==> src/hw/rtl/touch_median_calibrate_defines.svh <==
// Assertion macros shared by the touch calibration block.
`ifndef TOUCH_MEDIAN_CALIBRATE_DEFINES_SVH
`define TOUCH_MEDIAN_CALIBRATE_DEFINES_SVH

`ifndef NO_ASSERTIONS
`define TMC_ASSERT_IMPLY(label, clk, rst_n, ante, cons) \
	label: assert property (@(posedge clk) disable iff (!rst_n) (ante) |-> (cons)) \
		else $error("%m: implication check failed");
`define TMC_ASSERT_NEXT(label, clk, rst_n, ante, cons) \
	label: assert property (@(posedge clk) disable iff (!rst_n) (ante) |=> (cons)) \
		else $error("%m: next-cycle check failed");
`else
`define TMC_ASSERT_IMPLY(label, clk, rst_n, ante, cons)
`define TMC_ASSERT_NEXT(label, clk, rst_n, ante, cons)
`endif

`endif

==> src/hw/rtl/tmc_pkg.sv <==
package tmc_pkg;

	localparam int RAW_W = 12;
	localparam int PIX_W = 9;
	localparam int IDX_W = 3;

	localparam logic [RAW_W-1:0] VALID_LOW_RST  = 12'd200;
	localparam logic [RAW_W-1:0] VALID_HIGH_RST = 12'd3900;
	localparam logic [RAW_W-1:0] RAW_MIN_RST    = 12'd300;
	localparam logic [RAW_W-1:0] RAW_MAX_RST    = 12'd3800;

	typedef enum logic [IDX_W-1:0] {
		REG_VALID_LOW  = 3'd0,
		REG_VALID_HIGH = 3'd1,
		REG_X_RAW_MIN  = 3'd2,
		REG_X_RAW_MAX  = 3'd3,
		REG_Y_RAW_MIN  = 3'd4,
		REG_Y_RAW_MAX  = 3'd5
	} cfg_reg_t;

	typedef enum logic [2:0] {
		ST_IDLE,
		ST_PREP,
		ST_MUL,
		ST_WAIT,
		ST_FIN
	} state_t;

	typedef struct packed {
		logic             start;
		logic [RAW_W-1:0] num;
		logic [RAW_W-1:0] den;
	} div_req_t;

	typedef struct packed {
		logic busy;
		logic done;
	} div_sts_t;

	function automatic logic [RAW_W-1:0] median3(
		input logic [RAW_W-1:0] a,
		input logic [RAW_W-1:0] b,
		input logic [RAW_W-1:0] c
	);
		logic [RAW_W-1:0] lo;
		logic [RAW_W-1:0] hi;
		lo = (a < b) ? a : b;
		hi = (a < b) ? b : a;
		if (c <= lo) begin
			return lo;
		end else if (c >= hi) begin
			return hi;
		end
		return c;
	endfunction

endpackage

==> src/hw/rtl/touch_median_calibrate.sv <==
// Touch poll filter and calibration.
// The input stream carries one poll per word: three raw X and three raw Y
// conversions in s_tdata and the read-failed flag in s_tuser. The output
// stream carries one word per poll: screen column and row in m_tdata and
// the pressed flag in m_tuser. Calibration registers are written through
// cfg_we, cfg_index and cfg_data; the user must do so only while the block
// is idle, as the block itself does not enforce this. A released poll
// (failed read or a median outside the window) goes from idle straight to
// ST_FIN and from there into the output register. A pressed poll runs each
// axis through the shared scale-and-divide unit: set-up in ST_PREP and
// ST_MUL, one quotient bit per cycle while the divider is busy, and
// collection of the quotient in ST_WAIT; ST_FIN then loads the output
// register. An axis whose result is zero or clamped skips the divider and
// goes from ST_MUL on to the next axis or to ST_FIN.
// s_tready is high only while the sequencer is idle. The result sits in an
// output register, so a new poll is taken while the last one waits; if the
// receiver still stalls when the next result is ready, the sequencer waits.
// Reset restores the default calibration and clears the held position.
`include "touch_median_calibrate_defines.svh"

module touch_median_calibrate import tmc_pkg::*; #(
	parameter int SCREEN_WIDTH  = 320,
	parameter int SCREEN_HEIGHT = 480
) (
	input  logic             clk,
	input  logic             arst_n,
	input  logic             s_tvalid,
	output logic             s_tready,
	// x_sample_a, x_sample_b, x_sample_c, y_sample_a, y_sample_b, y_sample_c
	input  logic [71:0]      s_tdata,
	// read_failed
	input  logic [0:0]       s_tuser,
	output logic             m_tvalid,
	input  logic             m_tready,
	// screen_x, screen_y, zero fill
	output logic [23:0]      m_tdata,
	// pressed
	output logic [0:0]       m_tuser,
	input  logic             cfg_we,
	input  logic [IDX_W-1:0] cfg_index,
	input  logic [RAW_W-1:0] cfg_data
);

	localparam int MAX_SCALE = (SCREEN_WIDTH > SCREEN_HEIGHT) ? SCREEN_WIDTH : SCREEN_HEIGHT;
	localparam int QW        = $clog2(MAX_SCALE);
	localparam int SCW       = $clog2(MAX_SCALE + 1);

	logic [RAW_W-1:0] valid_low_q;
	logic [RAW_W-1:0] valid_high_q;
	logic [RAW_W-1:0] x_raw_min_q;
	logic [RAW_W-1:0] x_raw_max_q;
	logic [RAW_W-1:0] y_raw_min_q;
	logic [RAW_W-1:0] y_raw_max_q;

	state_t           state_q;
	state_t           state_d;
	logic             axis_q;
	logic [RAW_W-1:0] mx_q;
	logic [RAW_W-1:0] my_q;
	logic             ok_q;
	logic [RAW_W-1:0] num_mag_q;
	logic [RAW_W-1:0] den_mag_q;
	logic             byp_q;
	logic [QW-1:0]    byp_val_q;
	logic [PIX_W-1:0] held_x_q;
	logic [PIX_W-1:0] held_y_q;
	logic             m_tvalid_q;
	logic [23:0]      m_tdata_q;
	logic             m_tuser_q;

	logic [RAW_W-1:0] mx;
	logic [RAW_W-1:0] my;
	logic             ok;
	logic             accept;
	logic             out_free;
	logic [RAW_W:0]   num_s;
	logic [RAW_W:0]   span_s;
	logic [RAW_W:0]   num_abs;
	logic [RAW_W:0]   span_abs;
	logic [RAW_W-1:0] num_mag;
	logic [RAW_W-1:0] span_mag;
	logic             to_zero;
	logic             to_clamp;
	logic [QW-1:0]    clamp_val;
	logic [SCW-1:0]   scale;
	logic             res_take;
	logic [QW-1:0]    res_val;
	logic             fin_load;

	div_req_t         div_req;
	div_sts_t         div_sts;
	logic [QW-1:0]    div_quo;

	assign mx = median3(s_tdata[11:0], s_tdata[23:12], s_tdata[35:24]);
	assign my = median3(s_tdata[47:36], s_tdata[59:48], s_tdata[71:60]);
	assign ok = !s_tuser[0] && (mx >= valid_low_q) && (mx <= valid_high_q)
		&& (my >= valid_low_q) && (my <= valid_high_q);

	assign accept   = s_tvalid && s_tready;
	assign out_free = !m_tvalid_q || m_tready;

	always_comb begin
		if (axis_q) begin
			num_s     = {1'b0, y_raw_max_q} - {1'b0, my_q};
			span_s    = {1'b0, y_raw_max_q} - {1'b0, y_raw_min_q};
			clamp_val = QW'(SCREEN_HEIGHT - 1);
			scale     = SCW'(SCREEN_HEIGHT);
		end else begin
			num_s     = {1'b0, mx_q} - {1'b0, x_raw_min_q};
			span_s    = {1'b0, x_raw_max_q} - {1'b0, x_raw_min_q};
			clamp_val = QW'(SCREEN_WIDTH - 1);
			scale     = SCW'(SCREEN_WIDTH);
		end
		num_abs  = num_s[RAW_W] ? ({(RAW_W+1){1'b0}} - num_s) : num_s;
		span_abs = span_s[RAW_W] ? ({(RAW_W+1){1'b0}} - span_s) : span_s;
		num_mag  = num_abs[RAW_W-1:0];
		span_mag = span_abs[RAW_W-1:0];
		to_zero  = (span_mag == '0) || (num_mag == '0) || (num_s[RAW_W] != span_s[RAW_W]);
		to_clamp = num_mag >= span_mag;
	end

	always_comb begin
		state_d = state_q;
		unique case (state_q)
			ST_IDLE: begin
				if (accept) begin
					state_d = ok ? ST_PREP : ST_FIN;
				end
			end
			ST_PREP: state_d = ST_MUL;
			ST_MUL: begin
				if (byp_q) begin
					state_d = axis_q ? ST_FIN : ST_PREP;
				end else begin
					state_d = ST_WAIT;
				end
			end
			ST_WAIT: begin
				if (div_sts.done) begin
					state_d = axis_q ? ST_FIN : ST_PREP;
				end
			end
			ST_FIN: begin
				if (out_free) begin
					state_d = ST_IDLE;
				end
			end
			default: state_d = ST_IDLE;
		endcase
	end

	always_comb begin
		s_tready      = 1'b0;
		div_req.start = 1'b0;
		div_req.num   = num_mag_q;
		div_req.den   = den_mag_q;
		res_take      = 1'b0;
		res_val       = byp_val_q;
		fin_load      = 1'b0;
		unique case (state_q)
			ST_IDLE: s_tready = 1'b1;
			ST_PREP: ;
			ST_MUL: begin
				div_req.start = !byp_q;
				res_take      = byp_q;
			end
			ST_WAIT: begin
				res_take = div_sts.done;
				res_val  = div_quo;
			end
			ST_FIN: fin_load = out_free;
			default: ;
		endcase
	end

	tmc_div #(
		.QW  (QW),
		.SCW (SCW)
	) u_div (
		.clk    (clk),
		.arst_n (arst_n),
		.req    (div_req),
		.scale  (scale),
		.sts    (div_sts),
		.quo    (div_quo)
	);

	always_ff @(posedge clk or negedge arst_n) begin
		if (!arst_n) begin
			valid_low_q  <= VALID_LOW_RST;
			valid_high_q <= VALID_HIGH_RST;
			x_raw_min_q  <= RAW_MIN_RST;
			x_raw_max_q  <= RAW_MAX_RST;
			y_raw_min_q  <= RAW_MIN_RST;
			y_raw_max_q  <= RAW_MAX_RST;
		end else if (cfg_we) begin
			unique case (cfg_index)
				REG_VALID_LOW:  valid_low_q  <= cfg_data;
				REG_VALID_HIGH: valid_high_q <= cfg_data;
				REG_X_RAW_MIN:  x_raw_min_q  <= cfg_data;
				REG_X_RAW_MAX:  x_raw_max_q  <= cfg_data;
				REG_Y_RAW_MIN:  y_raw_min_q  <= cfg_data;
				REG_Y_RAW_MAX:  y_raw_max_q  <= cfg_data;
				default: ;
			endcase
		end
	end

	always_ff @(posedge clk or negedge arst_n) begin
		if (!arst_n) begin
			state_q    <= ST_IDLE;
			axis_q     <= 1'b0;
			held_x_q   <= '0;
			held_y_q   <= '0;
			m_tvalid_q <= 1'b0;
		end else begin
			state_q <= state_d;
			if (accept) begin
				axis_q <= 1'b0;
			end else if (res_take) begin
				axis_q <= 1'b1;
			end
			if (res_take) begin
				if (axis_q) begin
					held_y_q <= PIX_W'(res_val);
				end else begin
					held_x_q <= PIX_W'(res_val);
				end
			end
			if (fin_load) begin
				m_tvalid_q <= 1'b1;
			end else if (m_tready) begin
				m_tvalid_q <= 1'b0;
			end
		end
	end

	always_ff @(posedge clk) begin
		if (accept) begin
			mx_q <= mx;
			my_q <= my;
			ok_q <= ok;
		end
		if (state_q == ST_PREP) begin
			num_mag_q <= num_mag;
			den_mag_q <= span_mag;
			byp_q     <= to_zero || to_clamp;
			byp_val_q <= to_zero ? '0 : clamp_val;
		end
		if (fin_load) begin
			m_tdata_q <= {6'd0, held_y_q, held_x_q};
			m_tuser_q <= ok_q;
		end
	end

	assign m_tvalid = m_tvalid_q;
	assign m_tdata  = m_tdata_q;
	assign m_tuser  = m_tuser_q;

	`TMC_ASSERT_IMPLY(a_idle_div_quiet, clk, arst_n, state_q == ST_IDLE, !div_sts.busy)
	`TMC_ASSERT_IMPLY(a_done_in_wait, clk, arst_n, div_sts.done, state_q == ST_WAIT)
	`TMC_ASSERT_NEXT(a_fail_skips, clk, arst_n, accept && s_tuser[0], state_q == ST_FIN)

endmodule

==> src/hw/rtl/tmc_div.sv <==
module tmc_div import tmc_pkg::*; #(
	parameter int QW  = 9,
	parameter int SCW = 10
) (
	input  logic           clk,
	input  logic           arst_n,
	input  div_req_t       req,
	input  logic [SCW-1:0] scale,
	output div_sts_t       sts,
	output logic [QW-1:0]  quo
);

	localparam int PW = RAW_W + SCW;
	localparam int CW = $clog2(QW + 1);

	logic [PW-1:0]    prod;
	logic [RAW_W-1:0] rem_q;
	logic [QW-1:0]    low_q;
	logic [RAW_W-1:0] den_q;
	logic [CW-1:0]    cnt_q;
	logic             busy_q;
	logic             done_q;
	logic [RAW_W:0]   shifted;
	logic [RAW_W:0]   diff;
	logic             qbit;
	logic [RAW_W-1:0] rem_d;
	logic [QW:0]      low_ext;

	assign prod = PW'(req.num) * PW'(scale);

	always_comb begin
		shifted = {rem_q, low_q[QW-1]};
		diff    = shifted - {1'b0, den_q};
		qbit    = ~diff[RAW_W];
		rem_d   = qbit ? diff[RAW_W-1:0] : shifted[RAW_W-1:0];
		low_ext = {low_q, qbit};
	end

	always_ff @(posedge clk or negedge arst_n) begin
		if (!arst_n) begin
			busy_q <= 1'b0;
			done_q <= 1'b0;
			cnt_q  <= '0;
		end else begin
			done_q <= busy_q && (cnt_q == CW'(1));
			if (req.start) begin
				busy_q <= 1'b1;
				cnt_q  <= CW'(QW);
			end else if (busy_q) begin
				cnt_q <= cnt_q - CW'(1);
				if (cnt_q == CW'(1)) begin
					busy_q <= 1'b0;
				end
			end
		end
	end

	always_ff @(posedge clk) begin
		if (req.start) begin
			rem_q <= prod[QW +: RAW_W];
			low_q <= prod[QW-1:0];
			den_q <= req.den;
		end else if (busy_q) begin
			rem_q <= rem_d;
			low_q <= low_ext[QW-1:0];
		end
	end

	assign sts.busy = busy_q;
	assign sts.done = done_q;
	assign quo      = low_q;

endmodule

==> config.mk <==
export PLATFORM = sky130hd
export DESIGN_NAME = touch_median_calibrate
export DESIGN_NICKNAME = d
export VERILOG_FILES = /design/src/hw/rtl/tmc_pkg.sv /design/src/hw/rtl/touch_median_calibrate.sv /design/src/hw/rtl/tmc_div.sv
export VERILOG_INCLUDE_DIRS = /design/src /design/src/hw/rtl
export SDC_FILE = /design/constraint.sdc
export NUM_CORES = 1
export LEC_CHECK = 0
export BUFFER_PORTS_ARGS = -buffer_cell sky130_fd_sc_hd__buf_2
export CAP_MARGIN = 25
export CORE_UTILIZATION = 50
export CTS_CLUSTER_SIZE = 10
export DETAILED_ROUTE_END_ITERATION = 6
export PLACE_DENSITY_LB_ADDON = 0.3
export SYNTH_ARGS = -nofsm -noshare
export SYNTH_HDL_FRONTEND = slang
export SYNTH_SLANG_ARGS = --single-unit
==> constraint.sdc <==
create_clock -name clk -period 6.6 [get_ports clk]
set_clock_uncertainty 0.15 [all_clocks]
set_input_delay 1.32 -clock clk [delete_from_list [all_inputs] [get_ports clk]]
set_output_delay 1.32 -clock clk [all_outputs]
set_load 0.03 [all_outputs]
==> results.ini <==
[run_status]
outcome = complete, but fails checks
violations = setup timing

[logic_synthesis]
yosys_warnings = 0
yosys.area.top_type_share = 0.186
synth_edf_count = 105
syn-cell-area_sq_um = 16900
synth_cell_type_count = 83
synth.area.top_cells = edfxtp_1 (19%), ha_1 (17%), dfrtp_1 (10%), mux2i_1 (5.8%), dfstp_2 (5.1%)
synthCells = 1713
yosysTopAreaCell = edfxtp_1
syn_area_per_cell_sq_um = 9.88
yosysSeqAreaShare = 0.338
synth-main-ff-cell = edfxtp_1
synth_seq_cells = 206
async_flop_share = 0.490

[cts]
clock_path_buffers = 3
cts_hold_buf = 0
cts-root-buf = clkbuf_16
clock-sinks = 206
cts.clk_slew.worst_paths_ps = 60
htreeDepth = 1
clock_latency_ps = 530
cts_tree = built
cts_buffers = 25

[global_routing]
antenna_found_initial = 4
grt.overflow.total = 0
grt_usage = 0.246
grt_pass1_vias = 13400
grt_max_degree = 64
grt_pass1_wl_um = 66900

[setup_path]
r2r-end = byp_q
slowest_stage = a211o_1
r2r_cells = 18
start_kind = primary input
cp.arrival_ps = 6890
reg2reg_slack_ps = 1190
path_class = in -> reg
end_kind = flip-flop
cp_max_fo = 7
required_ps = 6870
worst_path_most_repeated_cell = a21o_1
r2r_start = y_raw_max_q[0]
cpPeakStageDelay_ps = 320

[sta]
max_freq_mhz = 151
final-max-slew-violation-count = 0
hold_violations = 0
setup_slack_ps = -22.3
period_share = 1.00
tightest_slew_ps = 981
hold_slack_ps = 259
relSlewSlack = 0.345
setup_viol = 1
period_minus_slack_ps = 6620
setup_tns_ps = -22.3
rsz0062_at_grt = true

[worst_hold_path]
worst_hold_path.endpoint = u_div.den_q[9]
holdPathStages = 0
hold_class = reg -> reg
hold_start = den_mag_q[9]

[power]
p_leak_nw = 9.43
vdd_drop_max_v = 0.000253
totalPowerFinal_mw = 7.82
p_per_area_nw_per_um2 = 384

[route]
vias = 13700
avgRoutedWirePerCell_um = 17.5
drc = 0
wirelength_um = 42800
via_per_inst = 5.59
dr.pass1.iters = 4
drt-initial-drc-count = 870
antenna_left = 0

[floorplanning]
core-area_sq_um = 33400
fp.dieW_um = 186
die-area_sq_um = 34600
die_h_um = 186
num_rows = 67
num_io_pins = 120
initial_core_util = 0.506

[placement]
place_inst = 2377
pre_cts_slack_ps = -764
dpl_cell_area_sq_um = 19100
routabilityCongestion = 0.944
port_buffers = 113
dp_hpwl_um = 34000

[cells_and_area]
syn_to_final_growth_pct = 20.4
layout.nets = 2326
fin_area_sq_um = 20400
fin_util = 0.609
final_cell_count_no_fill = 2442
layout_commonest_cell = ha_1
final_layout_size_suffix_gt1_frac = 0.242
final_cell_mix = ha_1 (224), buf_4 (163), inv_1 (160)

[job]
max-cap-violations = 0

## per-layer routing
metal  track usage  routed length, um
met3        0.0360               2110
met1         0.302              18300
met2         0.435              20900
met4        0.0875               1480
met5             0                  0
## Yosys cell counts, types with 6 or more instances
master,n
a211oi_1,10
nand2_1,111
a41oi_1,7
fa_1,26
xnor2_1,37
clkbuf_1,33
edfxtp_1,105
nand4_1,21
nor2b_1,23
buf_4,6
a21o_1,53
o21ai_0,116
mux2i_1,98
o21a_1,15
o22ai_1,7
nand2b_1,25
nor3_1,20
a21oi_1,92
nor4_1,12
o21bai_1,6
o211ai_1,11
o2111ai_1,8
ha_1,235
mux2_2,61
dfrtp_1,68
a31oi_1,11
or2_2,9
inv_1,162
nand3_1,19
a211o_1,8
buf_1,7
or4_1,7
xor2_1,25
nand3b_1,7
and3_1,7
and2_1,22
dfstp_2,33
nor2_1,101
## state kept, by name (all words and copies together) (netlist names), 12 cells and up
register	count
u_div.den_q	12
m_tdata	18
x_raw_min_q	12
mx_q	12
u_div.rem_q	12
num_mag_q	12
den_mag_q	12
y_raw_max_q	12
x_raw_max_q	12
y_raw_min_q	12
my_q	12
valid_low_q	12
valid_high_q	12
## critical path, delay by kind of cell
family | cells | cell delay (ps)
compound gates | 19 | 3170
fa+ha+maj | 3 | 730
buf+inv | 5 | 610
mux | 3 | 730
simple gates | 2 | 330
## final cells by class
| cell class | count | area [sq um] |
|---|---|---|
| diodes | 4 | 10.0 |
| clock buffers | 43 | 714 |
| clock inverters | 2 | 25.0 |
| fillers | 2767 | 13100 |
| inverters | 163 | 627 |
| multi-input cells | 1293 | 10800 |
| flip-flops and latches | 206 | 5720 |
| well taps | 448 | 561 |
| repair buffers | 283 | 1930 |
## power breakdown
group          switching [mW]  internal [mW]  leakage, nW
registers               0.160           1.85         2.18
clock network           0.522          0.734        0.354
logic                    2.65           1.90         6.90
## how the worst max path moves through the flow
stage / from / endpoint / depth (start not counted)
floorplan: s_tdata[13] / ok_q / 31
global placement: s_tdata[13] / ok_q / 32
detailed placement: s_tdata[13] / state_q[2] / 33
CTS: s_tdata[49] / ok_q / 33
global route: s_tdata[49] / state_q[2] / 33
finish: s_tdata[49] / state_q[2] / 32
## timing repair
action	4_1_cts	5_1_grt
pin swaps	26	28
setup endpoints to repair	3	3
buffers inserted	8	6
gates resized for setup	37	26
## kinds of logic after synthesis
group | synth area share
other | 0.000222
adder cells (fa/ha/maj) | 0.205
buffers and inverters | 0.0521
flip-flops | 0.338
AND/OR/NAND/NOR | 0.124
multiplexers | 0.0986
XOR/XNOR | 0.0321
AO/OA/AOI/OAI | 0.151
Power figures use the tool's default switching activity.
